[config.mk]
export PLATFORM = sky130hd
export DESIGN_NAME = sorted_insert_stack
export DESIGN_NICKNAME = d
export VERILOG_FILES = /design/src/sv/sis_pkg.sv /design/src/sv/sis_ctrl.sv /design/src/sv/sis_datapath.sv /design/src/sv/sorted_insert_stack.sv
export SDC_FILE = /design/constraint.sdc
export NUM_CORES = 1
export LEC_CHECK = 0
export BUFFER_PORTS_ARGS = -buffer_cell sky130_fd_sc_hd__buf_2
export CAP_MARGIN = 20
export CORE_UTILIZATION = 57
export CTS_CLUSTER_DIAMETER = 30
export DETAILED_ROUTE_END_ITERATION = 6
export PLACE_DENSITY = 0.77
export SLEW_MARGIN = 20
export SYNTH_ARGS = -nofsm -noshare
export SYNTH_HDL_FRONTEND = slang
export SYNTH_SLANG_ARGS = --single-unit
[constraint.sdc]
create_clock -name clk -period 5.7 [get_ports clk]
set_input_delay 1.14 -clock clk [delete_from_list [all_inputs] [get_ports clk]]
set_output_delay 1.14 -clock clk [all_outputs]
set_load 0.005 [all_outputs]
[src/sv/sis_pkg.sv]
// ----------------------------------------------------------------------------
// sis_pkg: shared types and constants of the sorted insert stack
// Holds the default sizes, the operation and status codes, the controller
// states and the command and status structs between controller and datapath.
// ----------------------------------------------------------------------------
package sis_pkg;

  localparam int DEPTH_DEFAULT      = 16;
  localparam int DATA_WIDTH_DEFAULT = 32;

  localparam logic OP_PUSH = 1'b0;
  localparam logic OP_POP  = 1'b1;

  typedef enum logic [1:0] {
    STATUS_OK    = 2'd0,
    STATUS_FULL  = 2'd1,
    STATUS_EMPTY = 2'd2
  } status_t;

  typedef enum logic [1:0] {
    ST_IDLE,
    ST_SHIFT,
    ST_PLACE,
    ST_POP
  } state_t;

  // Commands from the controller to the datapath.
  typedef struct packed {
    logic    load_val;     // capture the incoming value
    logic    push_top;     // write the value on top, it is the new smallest
    logic    start_shift;  // read the top entry to begin the insertion walk
    logic    shift_step;   // move the read entry up one slot, read the next one
    logic    place;        // write the value at the insertion slot
    logic    pop_last;     // remove the only entry
    logic    pop_read;     // read the entry below the top
    logic    pop_load;     // take the read entry as the new top
    logic    finish;       // present a result next cycle
    status_t code;         // status of that result
  } sis_cmd_t;

  // Flags from the datapath to the controller.
  typedef struct packed {
    logic full;
    logic empty;
    logic count_one;
    logic val_on_top;      // incoming value is not above the current top
    logic rd_lt_val;       // read entry is strictly smaller than the value
    logic idx_zero;        // the walk has reached the bottom entry
  } sis_flags_t;

endpackage

[src/sv/sis_ctrl.sv]
// ----------------------------------------------------------------------------
// sis_ctrl: controller of the sorted insert stack
// Sequences pushes, the insertion walk and pops, and issues datapath commands.
// ----------------------------------------------------------------------------
module sis_ctrl
  import sis_pkg::*;
(
  input  logic       clk,
  input  logic       rst,
  input  logic       start,
  input  logic       opcode,
  input  sis_flags_t flags,
  output sis_cmd_t   cmd,
  output logic       busy
);

  state_t state;
  state_t state_next;

  always_ff @(posedge clk) begin
    if (rst) begin
      state <= ST_IDLE;
    end else begin
      state <= state_next;
    end
  end

  always_comb begin
    state_next = state;
    case (state)
      ST_IDLE: begin
        if (start) begin
          if (opcode == OP_PUSH) begin
            if (!flags.full && !flags.val_on_top) begin
              state_next = ST_SHIFT;
            end
          end else if (!flags.empty && !flags.count_one) begin
            state_next = ST_POP;
          end
        end
      end
      ST_SHIFT: begin
        if (flags.rd_lt_val) begin
          if (flags.idx_zero) begin
            state_next = ST_PLACE;
          end
        end else begin
          state_next = ST_IDLE;
        end
      end
      ST_PLACE: state_next = ST_IDLE;
      ST_POP:   state_next = ST_IDLE;
      default:  state_next = ST_IDLE;
    endcase
  end

  always_comb begin
    cmd      = '0;
    cmd.code = STATUS_OK;
    case (state)
      ST_IDLE: begin
        if (start) begin
          cmd.load_val = 1'b1;
          if (opcode == OP_PUSH) begin
            if (flags.full) begin
              cmd.finish = 1'b1;
              cmd.code   = STATUS_FULL;
            end else if (flags.val_on_top) begin
              cmd.push_top = 1'b1;
              cmd.finish   = 1'b1;
            end else begin
              cmd.start_shift = 1'b1;
            end
          end else begin
            if (flags.empty) begin
              cmd.finish = 1'b1;
              cmd.code   = STATUS_EMPTY;
            end else if (flags.count_one) begin
              cmd.pop_last = 1'b1;
              cmd.finish   = 1'b1;
            end else begin
              cmd.pop_read = 1'b1;
            end
          end
        end
      end
      ST_SHIFT: begin
        if (flags.rd_lt_val) begin
          cmd.shift_step = 1'b1;
        end else begin
          cmd.place  = 1'b1;
          cmd.finish = 1'b1;
        end
      end
      ST_PLACE: begin
        cmd.place  = 1'b1;
        cmd.finish = 1'b1;
      end
      ST_POP: begin
        cmd.pop_load = 1'b1;
        cmd.finish   = 1'b1;
      end
      default: begin
        cmd = '0;
      end
    endcase
  end

  assign busy = (state != ST_IDLE);

endmodule

[src/sv/sis_datapath.sv]
// ----------------------------------------------------------------------------
// sis_datapath: storage and result registers of the sorted insert stack
// Holds the entry memory, the fill count, the top register and the walk
// pointers, and registers each result for one cycle.
// ----------------------------------------------------------------------------
module sis_datapath
  import sis_pkg::*;
#(
  parameter int DEPTH      = DEPTH_DEFAULT,
  parameter int DATA_WIDTH = DATA_WIDTH_DEFAULT,
  parameter int COUNT_W    = $clog2(DEPTH + 1)
) (
  input  logic                         clk,
  input  logic                         rst,
  input  logic signed [DATA_WIDTH-1:0] value,
  input  sis_cmd_t                     cmd,
  output sis_flags_t                   flags,
  output logic signed [DATA_WIDTH-1:0] top_value,
  output logic        [COUNT_W-1:0]    count,
  output logic                         empty_res,
  output logic        [1:0]            status,
  output logic                         done
);

  localparam int AW = (DEPTH > 1) ? $clog2(DEPTH) : 1;

  logic signed [DATA_WIDTH-1:0] mem [DEPTH];
  logic signed [DATA_WIDTH-1:0] rdata;
  logic signed [DATA_WIDTH-1:0] val_q;
  logic signed [DATA_WIDTH-1:0] top;
  logic        [COUNT_W-1:0]    fill;
  logic        [AW-1:0]         idx;
  logic        [AW-1:0]         wr_ptr;
  status_t                      status_q;

  logic                         wr_en;
  logic        [AW-1:0]         wr_addr;
  logic signed [DATA_WIDTH-1:0] wr_data;
  logic                         rd_en;
  logic        [AW-1:0]         rd_addr;
  logic        [COUNT_W-1:0]    fill_m1;
  logic        [COUNT_W-1:0]    fill_m2;

  assign fill_m1 = fill - COUNT_W'(1);
  assign fill_m2 = fill - COUNT_W'(2);

  always_comb begin
    wr_en   = 1'b0;
    wr_addr = wr_ptr;
    wr_data = val_q;
    if (cmd.push_top) begin
      wr_en   = 1'b1;
      wr_addr = fill[AW-1:0];
      wr_data = value;
    end else if (cmd.shift_step) begin
      wr_en   = 1'b1;
      wr_data = rdata;
    end else if (cmd.place) begin
      wr_en   = 1'b1;
    end
  end

  always_comb begin
    rd_en   = 1'b0;
    rd_addr = idx - AW'(1);
    if (cmd.start_shift) begin
      rd_en   = 1'b1;
      rd_addr = fill_m1[AW-1:0];
    end else if (cmd.shift_step) begin
      rd_en   = (idx != '0);
    end else if (cmd.pop_read) begin
      rd_en   = 1'b1;
      rd_addr = fill_m2[AW-1:0];
    end
  end

  always_ff @(posedge clk) begin
    if (wr_en) begin
      mem[wr_addr] <= wr_data;
    end
    if (rd_en) begin
      rdata <= mem[rd_addr];
    end
  end

  always_ff @(posedge clk) begin
    if (cmd.load_val) begin
      val_q <= value;
    end
    if (cmd.push_top) begin
      top <= value;
    end else if (cmd.pop_load) begin
      top <= rdata;
    end
    if (cmd.start_shift) begin
      idx    <= fill_m1[AW-1:0];
      wr_ptr <= fill[AW-1:0];
    end else if (cmd.shift_step) begin
      wr_ptr <= idx;
      if (idx != '0) begin
        idx <= idx - AW'(1);
      end
    end
  end

  always_ff @(posedge clk) begin
    if (rst) begin
      fill     <= '0;
      done     <= 1'b0;
      status_q <= STATUS_OK;
    end else begin
      if (cmd.push_top || cmd.place) begin
        fill <= fill + COUNT_W'(1);
      end else if (cmd.pop_last || cmd.pop_load) begin
        fill <= fill_m1;
      end
      done <= cmd.finish;
      if (cmd.finish) begin
        status_q <= cmd.code;
      end
    end
  end

  assign flags.full       = (fill == COUNT_W'(DEPTH));
  assign flags.empty      = (fill == '0);
  assign flags.count_one  = (fill == COUNT_W'(1));
  assign flags.val_on_top = (fill == '0) || (value <= top);
  assign flags.rd_lt_val  = (rdata < val_q);
  assign flags.idx_zero   = (idx == '0);

  assign top_value = (fill == '0) ? '0 : top;
  assign count     = fill;
  assign empty_res = (fill == '0);
  assign status    = status_q;

endmodule

[src/sv/sorted_insert_stack.sv]
// ----------------------------------------------------------------------------
// sorted_insert_stack: bounded stack kept sorted with the smallest value on top
// Accepts push and pop items and returns the top value, count, empty flag and
// status of each one.
// ----------------------------------------------------------------------------
// An item is accepted on a rising edge where start is high and busy is low.
// Exactly one result follows for every item: it sits on top_value, count,
// empty_res and status for the single cycle in which done is high, and the
// receiver has no way to hold it, so it must capture it in that cycle. A push
// places the value below every stored value that is strictly smaller, which
// puts it above any equal values; a pop removes the smallest value. A push on
// a full stack returns status 1 and a pop on an empty stack returns status 2,
// both with the contents unchanged. The entries live in a single-port-write,
// single-port-read memory with a registered read, and an insertion walks it
// one entry per cycle from the top down. A push whose value is not above the
// current top, a refused item and a pop of the last entry finish in the
// accept cycle and show their result in the next one. A pop that leaves
// entries first reads the new top from memory. A push that lands below the
// top moves each stored entry that is strictly smaller than the value up one
// slot and then writes the value into the slot freed last. busy stays high
// through this work, and done comes in the cycle after it ends, in which
// the next item may already be accepted. The memory needs no clearing after
// reset: only entries below the count are ever read.
// ----------------------------------------------------------------------------
module sorted_insert_stack
  import sis_pkg::*;
#(
  parameter int DEPTH      = DEPTH_DEFAULT,
  parameter int DATA_WIDTH = DATA_WIDTH_DEFAULT,
  parameter int COUNT_W    = $clog2(DEPTH + 1)
) (
  input  logic                         clk,
  input  logic                         rst,
  input  logic                         start,
  input  logic                         opcode,
  input  logic signed [DATA_WIDTH-1:0] value,
  output logic                         busy,
  output logic                         done,
  output logic signed [DATA_WIDTH-1:0] top_value,
  output logic        [COUNT_W-1:0]    count,
  output logic                         empty_res,
  output logic        [1:0]            status
);

  // Commands flow from the controller into the datapath, and the datapath
  // answers with comparison and fill flags.
  sis_cmd_t   cmd;
  sis_flags_t flags;

  sis_ctrl u_ctrl (
    .clk    (clk),
    .rst    (rst),
    .start  (start),
    .opcode (opcode),
    .flags  (flags),
    .cmd    (cmd),
    .busy   (busy)
  );

  // The datapath owns the memory, the count, the top register and the
  // one-cycle result registers.
  sis_datapath #(
    .DEPTH      (DEPTH),
    .DATA_WIDTH (DATA_WIDTH),
    .COUNT_W    (COUNT_W)
  ) u_datapath (
    .clk       (clk),
    .rst       (rst),
    .value     (value),
    .cmd       (cmd),
    .flags     (flags),
    .top_value (top_value),
    .count     (count),
    .empty_res (empty_res),
    .status    (status),
    .done      (done)
  );

endmodule

; ---- After elaboration in Yosys (flattened, before gate mapping)
; Memory sizes are Yosys's and may differ from the RTL's. A register that Yosys moved wholly into a read port is not among the register bits.
; Cells that the tools add are included.
[word_totals]
ff_bits = 82
ram_bits = 512
inputBits = 36
out_inout_bits = 42
memories = 1
[memory_table]
columns = memory, depth, word_bits, rd, rd_clocked_by_memory_dff, wr, line
row1 = u_datapath.mem, 16, 32, 1, 1, 1, sis_datapath.sv:27  ; logic signed [DATA_WIDTH-1:0] mem [DEPTH];
[classes]
addsub = 4
order_cmp = 2
n_eq_ne = 9
mux = 56
n_reduce_logical = 21
[op_table]
columns = op, count
row1 = $mux W32, 5
row2 = $mux W4, 9
row3 = $le A32 B32 Y1, 1
row4 = $lt A32 B32 Y1, 1
row5 = $mux W2, 14
row6 = $mux W1, 19
row7 = $mux W3, 4
row8 = $mux W5, 2
row9 = $reduce_bool A2 Y1, 5
row10 = $ne A3 B2 Y1 const B, 2
row11 = $pmux W2 S3, 1
row12 = $add A5 B1 Y5 const B, 1
row13 = $eq A5 B1 Y1 const B, 1
row14 = $eq A5 B5 Y1 const B, 1
row15 = $logic_not A5 Y1, 1
row16 = $sub A5 B1 Y5 const B, 1
row17 = $eq A2 B2 Y1 const B, 2
row18 = $logic_not A1 Y1, 4
row19 = $logic_not A4 Y1, 1
row20 = $reduce_and A4 Y1, 1
row21 = $reduce_bool A4 Y1, 1
row22 = $sub A4 B1 Y4 const B, 1
row23 = $sub A4 B2 Y4 const B, 1
row24 = $logic_or A1 B1 Y1, 3
row25 = other kinds (9), 10

; ---- Longest topological paths before layout
[depth]
word_depth = 10
ltp_mapped = 19

; ---- By module
; From an unflattened synthesis, not the netlist that was laid out.
[hier_totals]
hier_cells = 1755
hier_area_um2 = 27875.5
[by_module_without_submodules]
columns = module, n_inst, cells_per_inst, area_each_um2
row1 = sis_datapath, 1, 1712, 27565.2
row2 = sis_ctrl, 1, 43, 310.3

; ---- Worst setup path after synthesis
; No wires, ideal clock.
[synth_path]
path_kind = input to register
startpoint = in value[31]
endpoint = mem u_datapath.mem[1][0] (netlist bit), enable pin
arrival_ns = 5.007
setup_slack_ns = 0.272
path_stages = 11
path_buffers = 1
path_cell_list = ha_1 -> a21o_1 -> a2111oi_4 -> o21ai_2 -> or3_4 -> a221o_1 -> nor2_1 -> o21a_1 -> clkbuf_1 -> a31oi_1 -> nor2_1
[synth_between]
elab_chain_cells = 10
[synth_lines]
columns = element, line
row1 = start: declaration, sorted_insert_stack.sv:36  ; input logic signed [DATA_WIDTH-1:0] value,
row2 = $le A32 B32 Y1 *, sis_datapath.sv:127  ; assign flags.val_on_top = (fill == '0) || (value <= top);
row3 = $logic_or A1 B1 Y1 *, sis_datapath.sv:127
row4 = $mux W1 *, sis_ctrl.sv:68  ; end else if (flags.val_on_top) begin
row5 = $mux W2 *, sis_ctrl.sv:65  ; if (flags.full) begin
row6 = $mux W2 *, sis_ctrl.sv:64  ; if (opcode == OP_PUSH) begin
row7 = $mux W3 *, sis_ctrl.sv:62  ; if (start) begin
row8 = $mux W3 *, sis_ctrl.sv:60  ; case (state)
row9 = $mux W1, sis_datapath.sv:51  ; if (cmd.push_top) begin
row10 = $mux W1, sis_datapath.sv:78  ; if (wr_en) begin
row11 = $mux W1 (not written as such), sis_datapath.sv:79  ; mem[wr_addr] <= wr_data;
row12 = end: declaration, sis_datapath.sv:27
; Mark *: on every way between the ends. The rest lies on a longest branch, timed or not.

; ---- Final worst setup path
[layout_path]
startpoint = in value[17]
endpoint = reg u_datapath.rdata[5], read port of u_datapath.mem (data pin)
[layout_between]
elab_chain_cells = 8
[layout_lines]
columns = element, line
row1 = $le A32 B32 Y1 *, sis_datapath.sv:127
row2 = $logic_or A1 B1 Y1 *, sis_datapath.sv:127
row3 = $mux W1 *, sis_ctrl.sv:68
row4 = $mux W2 *, sis_ctrl.sv:65
row5 = $mux W2 *, sis_ctrl.sv:64
row6 = $mux W3 *, sis_ctrl.sv:62
row7 = $mux W3 *, sis_ctrl.sv:60
row8 = $mux W4 or $mux W1 (tied branches), sis_datapath.sv:66  ; if (cmd.start_shift) begin
row9 = end: declaration, sis_datapath.sv:28  ; logic signed [DATA_WIDTH-1:0] rdata;
; Marked as above.
; A chain may end at the register's enable or synchronous reset.

==> results.md <==
* Status: finished with violations
* Failing checks: DRC
* Yosys reg bits at about 630
* First-pass GRT wire length at approximately 130000 µm
* Largest net degree at the start of global routing at between 90 and 100
* HP Class: flop to flop
* Die footprint at between 50000 and 60000 µm²
* R2r setup slk at around 1000 ps
* DIE HEIGHT at between 200 and 250 µm
* Io pins at 78
* Global Route Usage Sum at 0.330
* Worst path arrival time at between 5000 and 6000 ps
* R2r endpoint: u_datapath.rdata[1]
* Vias at between 20000 and 25000
* Pleak at 0.0128 µW
* Via/cell ratio at a little under 7
* Routed WL at around 86000 µm
* Setup crit end kind: flop
* Worst ir drop on vdd at about 0.00055 V
* Hpwl dp at roughly 46000 µm
* Startpoint types: input port
* Stages on worst setup path at 16
* Number of global-route vias before repair at between 20000 and 25000
* Worst r2r src: u_datapath.rdata[31]
* Fin Hold WS at approximately 500 ps
* Critical path endpoint: u_datapath.rdata[5]
* Nets at roughly 2600
* Hold-fix buffers, CTS at 0
* Clk sinks at ~630
* Share of the synthesized area in the top cell type at 0.638
* CP max FO at 41
* Maximum clock rate at between 200 and 250 MHz
* IO buf count at 77
* Global placer's final weighted congestion at roughly 0.9
* Min cycle time layout at roughly 4900 ps
* Clock root cell: clkbuf_16
* EDFF count, synth at 616
* CTS tree: built
* Reg2reg path depth at 13
* Worst slew margin at 0.219
* Total power at approximately 23000 µW
* Post-CTS setup buffers at 0
* Top post-synthesis cells by area: edfxtp_1, nand2_1, a21oi_1
* Synth cell types at 72
* Start point of the critical path: value[17]
* RSZ-0062 raised after global routing: false
* CTS buffer count at 112
* Crit path buffers/inverters at 4
* Placed Area at 30800 µm²
* Placeable Area at around 50000 µm²
* Area leader, netlist: edfxtp_1
* Period utilisation layout at 0.852
* Post-route setup slack at 842 ps
* Wire per inst at about 27 µm
* Slowest stage delay, CP at 440 ps
* Worst path most repeated cell: buf_12
* Antenna violations before repair at 1
* Final Hold Viols at 0
* Remaining antenna violation count at 0
* Clock Path Buffers at 3
* Clk Latency, worst-skew pair at approximately 670 ps
* Post-synth ARST share at 0
* Worst path top cell family by delay: simple AND/OR/NAND/NOR gates
* Clock transition at path regs at approximately 50 ps
* Final instance area at 34700 µm²
* Worst-Margin Slew at 1170 ps
* Fill cells at around 3100
* Top cells by count, synth: edfxtp_1, nand2_1, a21oi_1, a221oi_1, clkbuf_1
* Slew Viols, Final at 0
* Ant diodes at 0
* DR pass1 iterations at 7
* DRC errors left at 2
* Initial DRC Count at 3166
* Net Count, Synth at 2450
* Die W at approximately 230 µm
* Fin Setup TNS at 0 ps
* Mapped Avg Cell Area at roughly 12 µm²
* Layout area overhead at 19.7%
* CTS H-tree lvls at 3
* Warnings from Yosys at 0
* Initial Util at 0.578
* Pre-CTS setup slack at 261 ps
* Final setup fails at 0
* Required @ worst endpoint at roughly 6000 ps
* CP Cell Sequence: buf_2 -> ha_1 -> nand4_1 -> nor4_1 -> buf_4 -> nand3_1 -> and3_1 -> a221o_1 -> nand2_1 -> o221ai_4 -> buf_12 -> buf_12 -> a21oi_1 -> o21ai_1 -> a32o_1 -> or3_1
* # Max-Cap Violations at 0
* Layout cells sized above 1 at 0.179
* Post_cts resized at 0
* Synth Cell Area at 29000 µm²
* Final Skew at approximately 29 ps
* Most common cell in the netlist: edfxtp_1
* Crit path kind: input port to flop
* FP Rows at between 80 and 90
* Main synth FF type: edfxtp_1
* Worst path slowest cell: nor4_1
* Sequential element share of the synthesized area at 0.645
* Post-Synthesis Cells at between 2000 and 2500
* PD cells at between 600 and 700 nW/µm²
* Gr ovfl total at 0
report_power, final:
part           switching (µW)  leakage, µW  total, µW  internal [µW]
clock network            2520      0.00186       6700           4180
registers                 490      0.00568       7170           6680
logic                    5900      0.00525       8890           2990
layout make-up:
type                            instances  area (µm²)  area share
Clock buffer                          121        2860      0.0824
Tap cell                              672         841      0.0242
Inverter                               78         295     0.00851
Timing Repair Buffer                  184        1550      0.0447
Multi-Input combinational cell       1458        9450       0.272
Clock inverter                         91         996      0.0287
Sequential cell                       626       18700       0.539
worst min-delay path by stage:
stage,startpoint,endpoint,cells past startpoint
6_report,u_datapath.status[0],u_datapath.status[0],2
3_3_place_gp,u_datapath.status[0],u_datapath.status[0],2
4_1_cts,u_datapath.status[0],u_datapath.status[0],2
5_1_grt,u_datapath.status[0],u_datapath.status[0],2
3_5_place_dp,u_datapath.status[0],u_datapath.status[0],2
2_1_floorplan,u_datapath.status[0],u_datapath.status[0],2
flip-flops by register name, indices dropped and copies added, names as in the netlist:
name and count:
u_datapath.wr_ptr 4, u_datapath.rdata 32, u_datapath.count 5, u_ctrl.state 2, u_datapath.status 2, u_datapath.mem 512
u_datapath.done 1, u_datapath.val_q 32, u_datapath.top 32, u_datapath.idx 4
logic make-up after synthesis:
logic type,count (synthesis),share of synthesized area
flip-flops,626,0.645
XOR/XNOR,9,0.00272
adder cells (fa/ha/maj),75,0.0324
buffers and inverters,255,0.0358
AO/OA/AOI/OAI,640,0.156
AND/OR/NAND/NOR,660,0.103
multiplexers,74,0.0256
per-stage QoR:
stage	utilization	instances
floorplan	-	2339
global placement	0.615	3018
detailed placement	0.615	3018
CTS	0.692	3230
global route	0.692	3230
finish	0.692	3230
cells in the final DEF (no fill, tap or decap), types with 7 or more instances in the layout:
cell type   count
inv_8           9
buf_2          77
clkinv_4       13
edfxtp_1      616
dfxtp_1         9
nand3_1        78
clkbuf_1        8
a211oi_1       35
o21ai_0        45
nor3_1         11
buf_12         29
nand4_1        14
inv_1          77
and3_1         34
a32oi_1        32
ha_1           75
mux2i_1        74
a32o_1         31
a21oi_1       224
inv_6          23
bufinv_16      10
nor2_4         18
nand2_1       326
clkinvlp_4     11
o21ai_1        27
clkbuf_16     113
a221oi_1      127
clkinv_8        7
or2_2          35
nor2_1         84
clkinv_2       12
a31oi_1        10
or3_1          37
buf_4          78
xnor2_1         8
a311oi_1       62
worst min-delay path, stage by stage, from the launching register on:
cell and delay, ps:
dfxtp_1 320, mux2i_1 70, nor2_1 70
metal layers:
| layer | global-route usage | share of wire | vias up |
|---|---|---|---|
| met5 | 0 | 0.00019 | - |
| met4 | 0.192 | 0.052 | 2 |
| met3 | 0.0798 | 0.14 | 358 |
| met2 | 0.510 | 0.46 | 1938 |
| met1 | 0.427 | 0.35 | 10600 |
| li1 | - | - | 9377 |
(Power assumes the default switching activity.)
